$ cat src/hdl/sensor_scale_average_minmax_top_defines.svh
// Assertion macros for the sensor scaling / averaging block.
// Included by the top level; needs no other file.
`ifndef SENSOR_SCALE_AVERAGE_MINMAX_TOP_DEFINES_SVH
`define SENSOR_SCALE_AVERAGE_MINMAX_TOP_DEFINES_SVH
`ifndef SYNTH
`define SSAM_ASSERT_IMP(lbl, clk, rst_n, ante, cons) \
    lbl: assert property (@(posedge clk) disable iff (!rst_n) (ante) |-> (cons)) \
        else $error("ssam assertion failed");
`define SSAM_ASSERT_NXT(lbl, clk, rst_n, ante, cons) \
    lbl: assert property (@(posedge clk) disable iff (!rst_n) (ante) |=> (cons)) \
        else $error("ssam assertion failed");
`else
`define SSAM_ASSERT_IMP(lbl, clk, rst_n, ante, cons)
`define SSAM_ASSERT_NXT(lbl, clk, rst_n, ante, cons)
`endif
`endif

$ cat src/hdl/ssam_pkg.sv
// Shared constants, codes and types for the sensor scaling / averaging block.
// No dependencies.
package ssam_pkg;

    localparam int RAW_W      = 10;                 // converter reading
    localparam int Q_W        = 24;                 // Q15.8 value
    localparam int TALLY_W    = 32;
    localparam int CFG_W      = 24;
    localparam int CFG_IDX_W  = 2;
    localparam int WLEN_W     = 5;                  // window_length register
    localparam int MAX_WINDOW = 16;
    localparam int IDX_W      = $clog2(MAX_WINDOW);
    localparam int LEN_W      = $clog2(MAX_WINDOW + 1);
    localparam int SUM_W      = Q_W + IDX_W;
    localparam int DIFF_W     = Q_W + 1;
    localparam int PROD_W     = RAW_W + Q_W;        // |raw * diff|
    localparam int DVD_W      = PROD_W;
    localparam int DSR_W      = RAW_W;              // holds 1023 and any length
    localparam int STEP_W     = $clog2(DVD_W + 1);
    localparam int MUL_CNT_W  = $clog2(RAW_W + 1);
    localparam int IN_TDATA_W  = 16;
    localparam int IN_TUSER_W  = 2;
    localparam int OUT_TDATA_W = 4 * Q_W + TALLY_W;

    localparam logic [DSR_W-1:0]      SCALE_DIV = DSR_W'(1023);
    localparam logic signed [Q_W-1:0] SENT_HI   = Q_W'(2559974);
    localparam logic signed [Q_W-1:0] SENT_LO   = Q_W'(-2559974);
    localparam logic signed [Q_W-1:0] Q_MAX     = Q_W'(8388607);
    localparam logic signed [Q_W-1:0] Q_MIN     = Q_W'(-8388608);

    localparam logic [CFG_IDX_W-1:0] REG_OUT_MIN = 2'd0;
    localparam logic [CFG_IDX_W-1:0] REG_OUT_MAX = 2'd1;
    localparam logic [CFG_IDX_W-1:0] REG_WIN_LEN = 2'd2;

    typedef enum logic [1:0] {
        FUNC_FILTER = 2'd0,
        FUNC_SCALE  = 2'd1,
        FUNC_PRIME  = 2'd2,
        FUNC_CLEAR  = 2'd3
    } t_func;

    typedef struct packed {
        logic busy;
        logic done;     // one-cycle pulse, result register valid
    } t_unit_sts;

    typedef struct packed {
        logic              start;
        logic [STEP_W-1:0] steps;
    } t_div_req;

endpackage

$ cat src/hdl/ssam_mul.sv
// Bit-serial unsigned multiplier: one multiplier bit per cycle, MSB first.
// Depends on ssam_pkg.
module ssam_mul (
    input  logic                         i_clk,
    input  logic                         i_rst_n,
    input  logic                         i_start,
    input  logic [ssam_pkg::Q_W-1:0]     i_mcand,
    input  logic [ssam_pkg::RAW_W-1:0]   i_mplier,
    output ssam_pkg::t_unit_sts          o_sts,
    output logic [ssam_pkg::PROD_W-1:0]  o_product
);

    logic                               r_busy, n_busy;
    logic                               r_done, n_done;
    logic [ssam_pkg::MUL_CNT_W-1:0]     r_cnt, n_cnt;
    logic [ssam_pkg::Q_W-1:0]           r_mcand, n_mcand;
    logic [ssam_pkg::RAW_W-1:0]         r_mpl, n_mpl;
    logic [ssam_pkg::PROD_W-1:0]        r_acc, n_acc;

    always_comb begin
        n_busy  = r_busy;
        n_done  = 1'b0;
        n_cnt   = r_cnt;
        n_mcand = r_mcand;
        n_mpl   = r_mpl;
        n_acc   = r_acc;
        if (i_start) begin
            n_busy  = 1'b1;
            n_cnt   = ssam_pkg::MUL_CNT_W'(ssam_pkg::RAW_W);
            n_mcand = i_mcand;
            n_mpl   = i_mplier;
            n_acc   = '0;
        end else if (r_busy) begin
            n_acc = {r_acc[ssam_pkg::PROD_W-2:0], 1'b0}
                  + (r_mpl[ssam_pkg::RAW_W-1] ? ssam_pkg::PROD_W'(r_mcand)
                                              : ssam_pkg::PROD_W'(0));
            n_mpl = {r_mpl[ssam_pkg::RAW_W-2:0], 1'b0};
            n_cnt = r_cnt - 1'b1;
            if (r_cnt == ssam_pkg::MUL_CNT_W'(1)) begin
                n_busy = 1'b0;
                n_done = 1'b1;
            end
        end
    end

    always_ff @(posedge i_clk) begin
        if (!i_rst_n) begin
            r_busy <= 1'b0;
            r_done <= 1'b0;
            r_cnt  <= '0;
        end else begin
            r_busy <= n_busy;
            r_done <= n_done;
            r_cnt  <= n_cnt;
        end
        r_mcand <= n_mcand;
        r_mpl   <= n_mpl;
        r_acc   <= n_acc;
    end

    assign o_sts.busy = r_busy;
    assign o_sts.done = r_done;
    assign o_product  = r_acc;

endmodule

$ cat src/hdl/ssam_div.sv
// Restoring unsigned divider, one quotient bit per cycle; the dividend is
// left aligned and the step count says how many of its bits are used.
// Depends on ssam_pkg.
module ssam_div (
    input  logic                         i_clk,
    input  logic                         i_rst_n,
    input  ssam_pkg::t_div_req           i_req,
    input  logic [ssam_pkg::DVD_W-1:0]   i_dividend,
    input  logic [ssam_pkg::DSR_W-1:0]   i_divisor,
    output ssam_pkg::t_unit_sts          o_sts,
    output logic [ssam_pkg::Q_W-1:0]     o_quotient
);

    logic                               r_busy, n_busy;
    logic                               r_done, n_done;
    logic [ssam_pkg::STEP_W-1:0]        r_cnt, n_cnt;
    logic [ssam_pkg::DVD_W-1:0]         r_dvd, n_dvd;
    logic [ssam_pkg::DSR_W-1:0]         r_dsr, n_dsr;
    logic [ssam_pkg::DSR_W-1:0]         r_rem, n_rem;
    logic [ssam_pkg::Q_W-1:0]           r_quo, n_quo;
    logic [ssam_pkg::DSR_W:0]           trial;
    logic                               fits;

    assign trial = {r_rem, r_dvd[ssam_pkg::DVD_W-1]};
    assign fits  = (trial >= {1'b0, r_dsr});

    always_comb begin
        n_busy = r_busy;
        n_done = 1'b0;
        n_cnt  = r_cnt;
        n_dvd  = r_dvd;
        n_dsr  = r_dsr;
        n_rem  = r_rem;
        n_quo  = r_quo;
        if (i_req.start) begin
            n_busy = 1'b1;
            n_cnt  = i_req.steps;
            n_dvd  = i_dividend;
            n_dsr  = i_divisor;
            n_rem  = '0;
            n_quo  = '0;
        end else if (r_busy) begin
            // partial remainder stays below the divisor, so DSR_W bits suffice
            n_rem = fits ? ssam_pkg::DSR_W'(trial - {1'b0, r_dsr})
                         : trial[ssam_pkg::DSR_W-1:0];
            n_dvd = {r_dvd[ssam_pkg::DVD_W-2:0], 1'b0};
            n_quo = {r_quo[ssam_pkg::Q_W-2:0], fits};
            n_cnt = r_cnt - 1'b1;
            if (r_cnt == ssam_pkg::STEP_W'(1)) begin
                n_busy = 1'b0;
                n_done = 1'b1;
            end
        end
    end

    always_ff @(posedge i_clk) begin
        if (!i_rst_n) begin
            r_busy <= 1'b0;
            r_done <= 1'b0;
            r_cnt  <= '0;
        end else begin
            r_busy <= n_busy;
            r_done <= n_done;
            r_cnt  <= n_cnt;
        end
        r_dvd <= n_dvd;
        r_dsr <= n_dsr;
        r_rem <= n_rem;
        r_quo <= n_quo;
    end

    assign o_sts.busy = r_busy;
    assign o_sts.done = r_done;
    assign o_quotient = r_quo;

endmodule

$ cat src/hdl/sensor_scale_average_minmax_top.sv
// Sensor scaling, moving average and min/max tracking, top level.
// Depends on ssam_pkg, ssam_mul, ssam_div and the defines header.
//
// One request is worked on at a time. A request other than a min/max reset
// scales raw to out_min + raw*(out_max-out_min)/1023 with a bit-serial
// multiply and a one-bit-per-cycle divide. A scale-only or prime result is
// loaded after the divide, via the apply and done states; a min/max reset
// result goes straight to the done state. A filtered request with window
// length L above 1 then sums the window one entry per cycle and divides by
// L bit-serially. Loading waits while the previous result still sits unread
// in the output register. Once the result is loaded, the next request is
// accepted while it waits to be taken. The user must write configuration
// only while no request is in flight; the block itself does not enforce it.
`include "sensor_scale_average_minmax_top_defines.svh"
module sensor_scale_average_minmax_top (
    input  logic                               i_clk,
    input  logic                               i_rst_n,
    input  logic                               i_cfg_we,
    input  logic [ssam_pkg::CFG_IDX_W-1:0]     i_cfg_idx,
    input  logic [ssam_pkg::CFG_W-1:0]         i_cfg_data,
    input  logic                               s_axis_tvalid,
    output logic                               s_axis_tready,
    // raw_sample[9:0], zero pad [15:10]
    input  logic [ssam_pkg::IN_TDATA_W-1:0]    s_axis_tdata,
    // func[1:0]
    input  logic [ssam_pkg::IN_TUSER_W-1:0]    s_axis_tuser,
    output logic                               m_axis_tvalid,
    input  logic                               m_axis_tready,
    // scaled_value[23:0], filtered_value[47:24], min_seen[71:48],
    // max_seen[95:72], samples_taken[127:96]
    output logic [ssam_pkg::OUT_TDATA_W-1:0]   m_axis_tdata
);

    localparam int Q_W    = ssam_pkg::Q_W;
    localparam int SUM_W  = ssam_pkg::SUM_W;
    localparam int IDX_W  = ssam_pkg::IDX_W;
    localparam int LEN_W  = ssam_pkg::LEN_W;
    localparam int DIFF_W = ssam_pkg::DIFF_W;

    typedef enum logic [7:0] {
        ST_IDLE      = 8'b0000_0001,
        ST_MUL       = 8'b0000_0010,
        ST_DIV_SCALE = 8'b0000_0100,
        ST_APPLY     = 8'b0000_1000,
        ST_SUM       = 8'b0001_0000,
        ST_AVG_GO    = 8'b0010_0000,
        ST_DIV_AVG   = 8'b0100_0000,
        ST_DONE      = 8'b1000_0000
    } t_state;

    // configuration
    logic signed [Q_W-1:0]               r_out_min, r_out_max;
    logic [ssam_pkg::WLEN_W-1:0]         r_win_len;

    // control and datapath
    t_state                              r_state, n_state;
    ssam_pkg::t_func                     r_func, n_func;
    logic [ssam_pkg::RAW_W-1:0]          r_raw, n_raw;
    logic                                r_neg, n_neg;
    logic signed [Q_W-1:0]               r_scaled, n_scaled;
    logic signed [Q_W-1:0]               r_filt, n_filt;
    logic signed [Q_W-1:0]               r_low, n_low;
    logic signed [Q_W-1:0]               r_high, n_high;
    logic [ssam_pkg::TALLY_W-1:0]        r_tally, n_tally;
    logic [IDX_W-1:0]                    r_pos, n_pos;
    logic [LEN_W-1:0]                    r_cnt, n_cnt;
    logic signed [SUM_W-1:0]             r_sum, n_sum;
    logic signed [Q_W-1:0]               r_store [ssam_pkg::MAX_WINDOW];
    logic                                r_m_valid, n_m_valid;
    logic [ssam_pkg::OUT_TDATA_W-1:0]    r_m_data, n_m_data;

    logic                                accept;
    logic [LEN_W-1:0]                    eff_len;
    logic signed [DIFF_W-1:0]            diff;
    logic [Q_W-1:0]                      diff_mag;
    logic                                mul_start;
    ssam_pkg::t_unit_sts                 mul_sts, div_sts;
    logic [ssam_pkg::PROD_W-1:0]         product;
    ssam_pkg::t_div_req                  div_req;
    logic [ssam_pkg::DVD_W-1:0]          div_dvd;
    logic [ssam_pkg::DSR_W-1:0]          div_dsr;
    logic [Q_W-1:0]                      quotient;
    logic signed [Q_W+1:0]               q_ext, v_ext;
    logic signed [Q_W-1:0]               v_sat;
    logic [SUM_W-1:0]                    sum_mag;
    logic signed [SUM_W-1:0]             entry;
    logic [IDX_W-1:0]                    wr_pos, pos_next;
    logic [LEN_W-1:0]                    pos_inc;
    logic                                store_wr, store_prime;

    // configuration registers
    always_ff @(posedge i_clk) begin
        if (!i_rst_n) begin
            r_out_min <= '0;
            r_out_max <= Q_W'(261888);
            r_win_len <= ssam_pkg::WLEN_W'(1);
        end else if (i_cfg_we) begin
            case (i_cfg_idx)
                ssam_pkg::REG_OUT_MIN: r_out_min <= i_cfg_data[Q_W-1:0];
                ssam_pkg::REG_OUT_MAX: r_out_max <= i_cfg_data[Q_W-1:0];
                ssam_pkg::REG_WIN_LEN: r_win_len <= i_cfg_data[ssam_pkg::WLEN_W-1:0];
                default: ;
            endcase
        end
    end

    always_comb begin
        if (r_win_len == '0)
            eff_len = LEN_W'(1);
        else if (int'(r_win_len) > ssam_pkg::MAX_WINDOW)
            eff_len = LEN_W'(ssam_pkg::MAX_WINDOW);
        else
            eff_len = LEN_W'(r_win_len);
    end

    assign diff     = DIFF_W'(r_out_max) - DIFF_W'(r_out_min);
    assign diff_mag = diff[DIFF_W-1] ? Q_W'(-diff) : diff[Q_W-1:0];

    assign accept        = s_axis_tvalid && s_axis_tready;
    assign s_axis_tready = (r_state == ST_IDLE);

    // signed quotient, offset and saturation to Q15.8
    assign q_ext = r_neg ? -$signed({2'b00, quotient}) : $signed({2'b00, quotient});
    assign v_ext = (Q_W+2)'(r_out_min) + q_ext;
    always_comb begin
        if (v_ext[Q_W+1:Q_W-1] == 3'b000 || v_ext[Q_W+1:Q_W-1] == 3'b111)
            v_sat = v_ext[Q_W-1:0];
        else if (v_ext[Q_W+1])
            v_sat = ssam_pkg::Q_MIN;
        else
            v_sat = ssam_pkg::Q_MAX;
    end

    assign sum_mag = r_sum[SUM_W-1] ? (~r_sum + 1'b1) : r_sum;
    assign entry   = SUM_W'(r_store[r_cnt[IDX_W-1:0]]);

    // a stale ring position after a length change writes entry 0
    assign wr_pos   = (LEN_W'(r_pos) >= eff_len) ? '0 : r_pos;
    assign pos_inc  = LEN_W'(wr_pos) + LEN_W'(1);
    assign pos_next = (pos_inc == eff_len) ? '0 : IDX_W'(pos_inc);

    always_comb begin
        n_state     = r_state;
        n_func      = r_func;
        n_raw       = r_raw;
        n_neg       = r_neg;
        n_scaled    = r_scaled;
        n_filt      = r_filt;
        n_low       = r_low;
        n_high      = r_high;
        n_tally     = r_tally;
        n_pos       = r_pos;
        n_cnt       = r_cnt;
        n_sum       = r_sum;
        n_m_valid   = r_m_valid && !m_axis_tready;
        n_m_data    = r_m_data;
        store_wr    = 1'b0;
        store_prime = 1'b0;
        mul_start   = 1'b0;
        div_req     = '0;
        div_dvd     = product;
        div_dsr     = ssam_pkg::SCALE_DIV;
        case (r_state)
            ST_IDLE: begin
                if (accept) begin
                    n_func = ssam_pkg::t_func'(s_axis_tuser);
                    n_raw  = s_axis_tdata[ssam_pkg::RAW_W-1:0];
                    n_neg  = diff[DIFF_W-1];
                    if (ssam_pkg::t_func'(s_axis_tuser) == ssam_pkg::FUNC_CLEAR) begin
                        n_low    = ssam_pkg::SENT_HI;
                        n_high   = ssam_pkg::SENT_LO;
                        n_tally  = '0;
                        n_scaled = '0;
                        n_filt   = '0;
                        n_state  = ST_DONE;
                    end else begin
                        mul_start = 1'b1;
                        n_state   = ST_MUL;
                    end
                end
            end
            ST_MUL: begin
                if (mul_sts.done) begin
                    div_req.start = 1'b1;
                    div_req.steps = ssam_pkg::STEP_W'(ssam_pkg::DVD_W);
                    n_state       = ST_DIV_SCALE;
                end
            end
            ST_DIV_SCALE: begin
                if (div_sts.done) begin
                    n_scaled = v_sat;
                    n_state  = ST_APPLY;
                end
            end
            ST_APPLY: begin
                n_filt  = r_scaled;
                n_state = ST_DONE;
                case (r_func)
                    ssam_pkg::FUNC_PRIME: begin
                        store_prime = 1'b1;
                        n_low       = r_scaled;
                        n_high      = r_scaled;
                        n_tally     = '0;
                    end
                    ssam_pkg::FUNC_SCALE, ssam_pkg::FUNC_FILTER: begin
                        n_tally = r_tally + 1'b1;
                        n_low   = (r_scaled < r_low) ? r_scaled : r_low;
                        n_high  = (r_scaled > r_high) ? r_scaled : r_high;
                        if (r_func == ssam_pkg::FUNC_FILTER && eff_len > LEN_W'(1)) begin
                            store_wr = 1'b1;
                            n_pos    = pos_next;
                            n_cnt    = '0;
                            n_sum    = '0;
                            n_state  = ST_SUM;
                        end
                    end
                    default: ;
                endcase
            end
            ST_SUM: begin
                // one window entry per cycle, entries 0 .. length-1
                n_sum = r_sum + entry;
                n_cnt = r_cnt + 1'b1;
                if (r_cnt == eff_len - LEN_W'(1))
                    n_state = ST_AVG_GO;
            end
            ST_AVG_GO: begin
                div_req.start = 1'b1;
                div_req.steps = ssam_pkg::STEP_W'(SUM_W);
                div_dvd       = {sum_mag, {(ssam_pkg::DVD_W - SUM_W){1'b0}}};
                div_dsr       = ssam_pkg::DSR_W'(eff_len);
                n_neg         = r_sum[SUM_W-1];
                n_state       = ST_DIV_AVG;
            end
            ST_DIV_AVG: begin
                if (div_sts.done) begin
                    n_filt  = r_neg ? Q_W'(-quotient) : quotient;
                    n_state = ST_DONE;
                end
            end
            ST_DONE: begin
                if (!r_m_valid || m_axis_tready) begin
                    n_m_valid = 1'b1;
                    n_m_data  = {r_tally, r_high, r_low, r_filt, r_scaled};
                    n_state   = ST_IDLE;
                end
            end
            default: n_state = ST_IDLE;
        endcase
    end

    always_ff @(posedge i_clk) begin
        if (!i_rst_n) begin
            r_state   <= ST_IDLE;
            r_low     <= ssam_pkg::SENT_HI;
            r_high    <= ssam_pkg::SENT_LO;
            r_tally   <= '0;
            r_pos     <= '0;
            r_m_valid <= 1'b0;
        end else begin
            r_state   <= n_state;
            r_low     <= n_low;
            r_high    <= n_high;
            r_tally   <= n_tally;
            r_pos     <= n_pos;
            r_m_valid <= n_m_valid;
        end
        r_func   <= n_func;
        r_raw    <= n_raw;
        r_neg    <= n_neg;
        r_scaled <= n_scaled;
        r_filt   <= n_filt;
        r_cnt    <= n_cnt;
        r_sum    <= n_sum;
        r_m_data <= n_m_data;
    end

    // window store
    always_ff @(posedge i_clk) begin
        if (!i_rst_n) begin
            for (int i = 0; i < ssam_pkg::MAX_WINDOW; i++)
                r_store[i] <= '0;
        end else if (store_prime) begin
            for (int i = 0; i < ssam_pkg::MAX_WINDOW; i++)
                r_store[i] <= r_scaled;
        end else if (store_wr) begin
            r_store[wr_pos] <= r_scaled;
        end
    end

    ssam_mul u_mul (
        .i_clk     (i_clk),
        .i_rst_n   (i_rst_n),
        .i_start   (mul_start),
        .i_mcand   (diff_mag),
        .i_mplier  (n_raw),
        .o_sts     (mul_sts),
        .o_product (product)
    );

    ssam_div u_div (
        .i_clk      (i_clk),
        .i_rst_n    (i_rst_n),
        .i_req      (div_req),
        .i_dividend (div_dvd),
        .i_divisor  (div_dsr),
        .o_sts      (div_sts),
        .o_quotient (quotient)
    );

    assign m_axis_tvalid = r_m_valid;
    assign m_axis_tdata  = r_m_data;

    `SSAM_ASSERT_NXT(a_busy_after_req, i_clk, i_rst_n, s_axis_tvalid && s_axis_tready, !s_axis_tready)
    `SSAM_ASSERT_IMP(a_mul_owner, i_clk, i_rst_n, mul_sts.busy, r_state == ST_MUL)
    `SSAM_ASSERT_IMP(a_div_owner, i_clk, i_rst_n, div_sts.busy, (r_state == ST_DIV_SCALE) || (r_state == ST_DIV_AVG))

endmodule
$ cat config.mk
export PLATFORM = sky130hd
export DESIGN_NAME = sensor_scale_average_minmax_top
export DESIGN_NICKNAME = d
export VERILOG_FILES = /design/src/hdl/ssam_pkg.sv /design/src/hdl/ssam_mul.sv /design/src/hdl/ssam_div.sv /design/src/hdl/sensor_scale_average_minmax_top.sv
export VERILOG_INCLUDE_DIRS = /design/src /design/src/hdl
export SDC_FILE = /design/constraint.sdc
export NUM_CORES = 2
export LEC_CHECK = 0
export ABC_AREA = 1
export BUFFER_PORTS_ARGS = -buffer_cell sky130_fd_sc_hd__buf_2
export CORE_MARGIN = 4
export CORE_UTILIZATION = 60
export CTS_BUF_LIST = sky130_fd_sc_hd__clkbuf_8
export CTS_CLUSTER_SIZE = 8
export DETAILED_ROUTE_END_ITERATION = 12
export PLACE_DENSITY = 0.78
export SETUP_SLACK_MARGIN = 0.5
export SYNTH_ARGS = -nofsm -noshare
export SYNTH_HDL_FRONTEND = slang
export SYNTH_SLANG_ARGS = --single-unit
$ cat constraint.sdc
create_clock -name i_clk -period 10.1 [get_ports i_clk]
set_input_delay 0 -clock i_clk [delete_from_list [all_inputs] [get_ports i_clk]]
set_output_delay 0 -clock i_clk [all_outputs]
set_load 0.1 [all_outputs]
==> flow_metrics.py <==
metrics = {
    "run_status": {
        "outcome": "finished, final reports clean",
    },
    "timing": {
        "rsz0062_at_grt": "no",
        "setup_tns_ns": 0,
        "slew_viol_final": 0,
        "fin_skew_ns": 0.0453,
        "worst_pin_slew_ns": 1.19,
        "fin_ws_ns": 4.67,
        "fmax_mhz": 184,
        "relSlewSlack": 0.204,
        "final.period_utilization": 0.538,
        "hold_viol": 0,
        "min_period_ns": 5.43,
        "setup_violations": 0,
    },
    "clock_network": {
        "cts_resized": 0,
        "postCtsSetupRepairBufs": 0,
        "numCtsBuffers": 147,
        "htreeDepth": 4,
        "cts.sinks": 902,
        "cts_tree": "yes",
        "clkLatencyLatePin_ns": 0.84,
        "cts_hold_buf": 105,
        "cts-root-buf": "clkbuf_8",
        "clockBufferDepth": 3,
        "cts.reportedPaths.clkPinSlew_ns": 0.06,
    },
    "yosys": {
        "async_flop_share": 0,
        "syn_avg_cell_area_um2": 9.07,
        "ys_ff_latch": 902,
        "synth_edf_count": 670,
        "ys.flop_type": "edfxtp_1",
        "syn-instance-count": 5075,
        "syn_nets": 5302,
        "yosysSeqAreaShare": 0.538,
        "yosysWarnings": 0,
        "synthesis.area_um2": 46100,
        "ys_types": 63,
    },
    "worst_setup_path": {
        "path_max_fanout": 86,
        "arrival_ns": 6.00,
        "reg2reg_depth": 18,
        "critPathCaptureType": "register",
        "worstSetupPathType": "register to register",
        "cp-start-kind": "register",
        "required_ns": 10.67,
    },
    "grt": {
        "grtUsageTotal": 0.318,
        "grt_pass1_vias": 35725,
        "overflow": 0,
        "grt_pass1_wl_mm": 201,
        "antenna_found_initial": 6,
        "grt_max_degree": 87,
    },
    "floorplanning": {
        "design.core.area_um2": 75900,
        "die_x_um": 285,
        "die_area_um2": 81300,
        "io_pins": 179,
        "start_util": 0.606,
        "die_h_um": 285,
        "row_count": 101,
    },
    "routing": {
        "post_drt_wl_per_cell_um": 20.3,
        "initialDrtViolationCount": 4404,
        "vias_per_cell": 5.84,
        "vias": 37961,
        "routed_wl_mm": 132,
        "first_pass_iters": 6,
        "ant_nets": 0,
        "drc": 0,
    },
    "power_and_ir_drop": {
        "vdd_drop_max_uv": 172,
        "pwr-share-seq": 0.437,
        "p_clk_frac": 0.294,
        "p_int_mw": 7.08,
        "power_leakage_nw": 21.9,
        "combPwrFrac": 0.270,
        "swShare": 0.361,
        "total_power_mw": 11.1,
        "p_switching_mw": 3.99,
        "power_density_nw_per_um2": 213,
    },
    "place": {
        "dp_slack_ns": 4.88,
        "port_buffers": 172,
        "place_inst": 6128,
        "gp_congestion": 0.957,
        "dp_hpwl_mm": 86.5,
    },
    "flow_run": {
        "maxCapViolCount": 0,
    },
    "worst_hold_path": {
        "hold_class": "input pin to register",
        "min_path_cells": 4,
    },
    "layout": {
        "fin_cells": 6504,
        "nFillCells": 5877,
        "nets": 5579,
        "synthToLayoutAreaGrowth_pct": 12.7,
        "drive_gt1_frac": 0.0903,
    },
}
## critical path, stage by stage, from the launching register on
cell and delay, ns:
dfxtp_4 0.90, buf_4 0.92, mux2i_1 0.18, o21ai_0 0.23, o211ai_1 0.16, nand2_1 0.16, ha_1 0.18, inv_1 0.06
fa_1 0.36, inv_1 0.08, nand2_1 0.06, a21oi_1 0.23, a21oi_1 0.16, o21ai_0 0.53, a21oi_1 0.18, o21ai_0 0.39
a21oi_1 0.14, o21ai_0 0.17, nor2_1 0.05
## registers in the layout, indices dropped and copies added, names as in the netlist, 28 cells and up, named ones only
signal / flops
r_store: 384
m_axis_tdata: 128
u_div.r_dvd: 34
u_mul.o_product: 34
r_tally: 32
r_sum: 28
## routing by layer
layer	vias up	share of wire	track usage
met3	354	0.099	0.0683
met4	0	0.050	0.150
met5	-	0	0
li1	17873	-	-
met1	17842	0.40	0.426
met2	1892	0.45	0.497
## cells in the mapped netlist, types with 22 or more instances
cell,n,area (um2)
nand2_1,862,3240
edfxtp_1,670,20100
inv_1,645,2420
nor2_1,606,2270
a21oi_1,379,1900
o21ai_0,378,1890
nand3_1,249,1250
dfxtp_1,232,4640
ha_1,173,2160
clkbuf_1,132,495
o211ai_1,120,901
mux2i_1,96,961
xor2_1,74,648
nand4_1,70,438
nor3_1,44,220
o22ai_1,44,275
buf_2,43,215
o21bai_1,23,173
xnor2_1,23,201
inv_2,22,82.6
## metrics by stage
stage / instance area [um2] / hold WS [ns] / util
after floorplan: 46100 / 0.0989 / -
after global placement: 47800 / 0.222 / 0.630
after detailed placement: 47800 / 0.229 / 0.630
after CTS: 51900 / 0.000870 / 0.683
after global routing: 51900 / 0.0373 / 0.683
final: 51900 / 0.0562 / 0.683
## placed cells by master, fill, tap and decap left out, types with 44 or more instances in the layout
cell,netlist,final
nand3_1,249,249
buf_4,7,53
buf_2,43,171
inv_1,645,718
o211ai_1,120,120
dlygate4sd3_1,0,105
edfxtp_1,670,670
ha_1,173,173
nand4_1,70,70
mux2i_1,96,96
nor2_1,606,605
xor2_1,74,74
a21oi_1,379,376
o21ai_0,378,373
o22ai_1,44,44
clkbuf_8,0,159
nand2_1,862,859
dfxtp_1,232,229
## power groups by stage
stage	Combinational [mW]	Sequential, mW	Clock (mW)
final	2.98	4.84	3.25
after global routing	3.28	4.87	3.46
after CTS	2.93	4.82	3.28
after detailed placement	2.87	4.89	0
after global placement	2.79	4.88	0
after floorplan	1.95	4.97	0
## cell families after synthesis
family                     Yosys count  synth area share
AOI/OAI and AO/OA                 1028             0.126
xor gates and xnor gates            97            0.0184
adders and majority gates          178            0.0492
buffers and inverters              879            0.0752
DFF                                902             0.538
muxes                               96            0.0209
and+or+nand+nor                   1895             0.172
## area by class of cell
| type | count | area, um2 | share of cell area |
|---|---|---|---|
| Timing Repair Buffer | 329 | 2300 | 0.0444 |
| Inverter | 678 | 2550 | 0.0491 |
| Tap cell | 1030 | 1290 | 0.0248 |
| Clock buffer | 159 | 2190 | 0.0422 |
| Clock inverter | 111 | 831 | 0.0160 |
| Sequential cell | 902 | 24800 | 0.477 |
| Antenna cell | 1 | 2.50 | 0.0000482 |
| Multi-Input combinational cell | 3294 | 18000 | 0.346 |
## final timing paths
kind                    from          endpoint  slack [ns]
max                 register         r_sum[20]        4.67
min          s_axis_tdata[3]    u_mul.r_mpl[3]        0.06
max reg2reg         register         r_sum[20]        4.67
min reg2reg        r_filt[9]  m_axis_tdata[33]        0.42
Note: power is estimated with default switching activity, not from simulation.
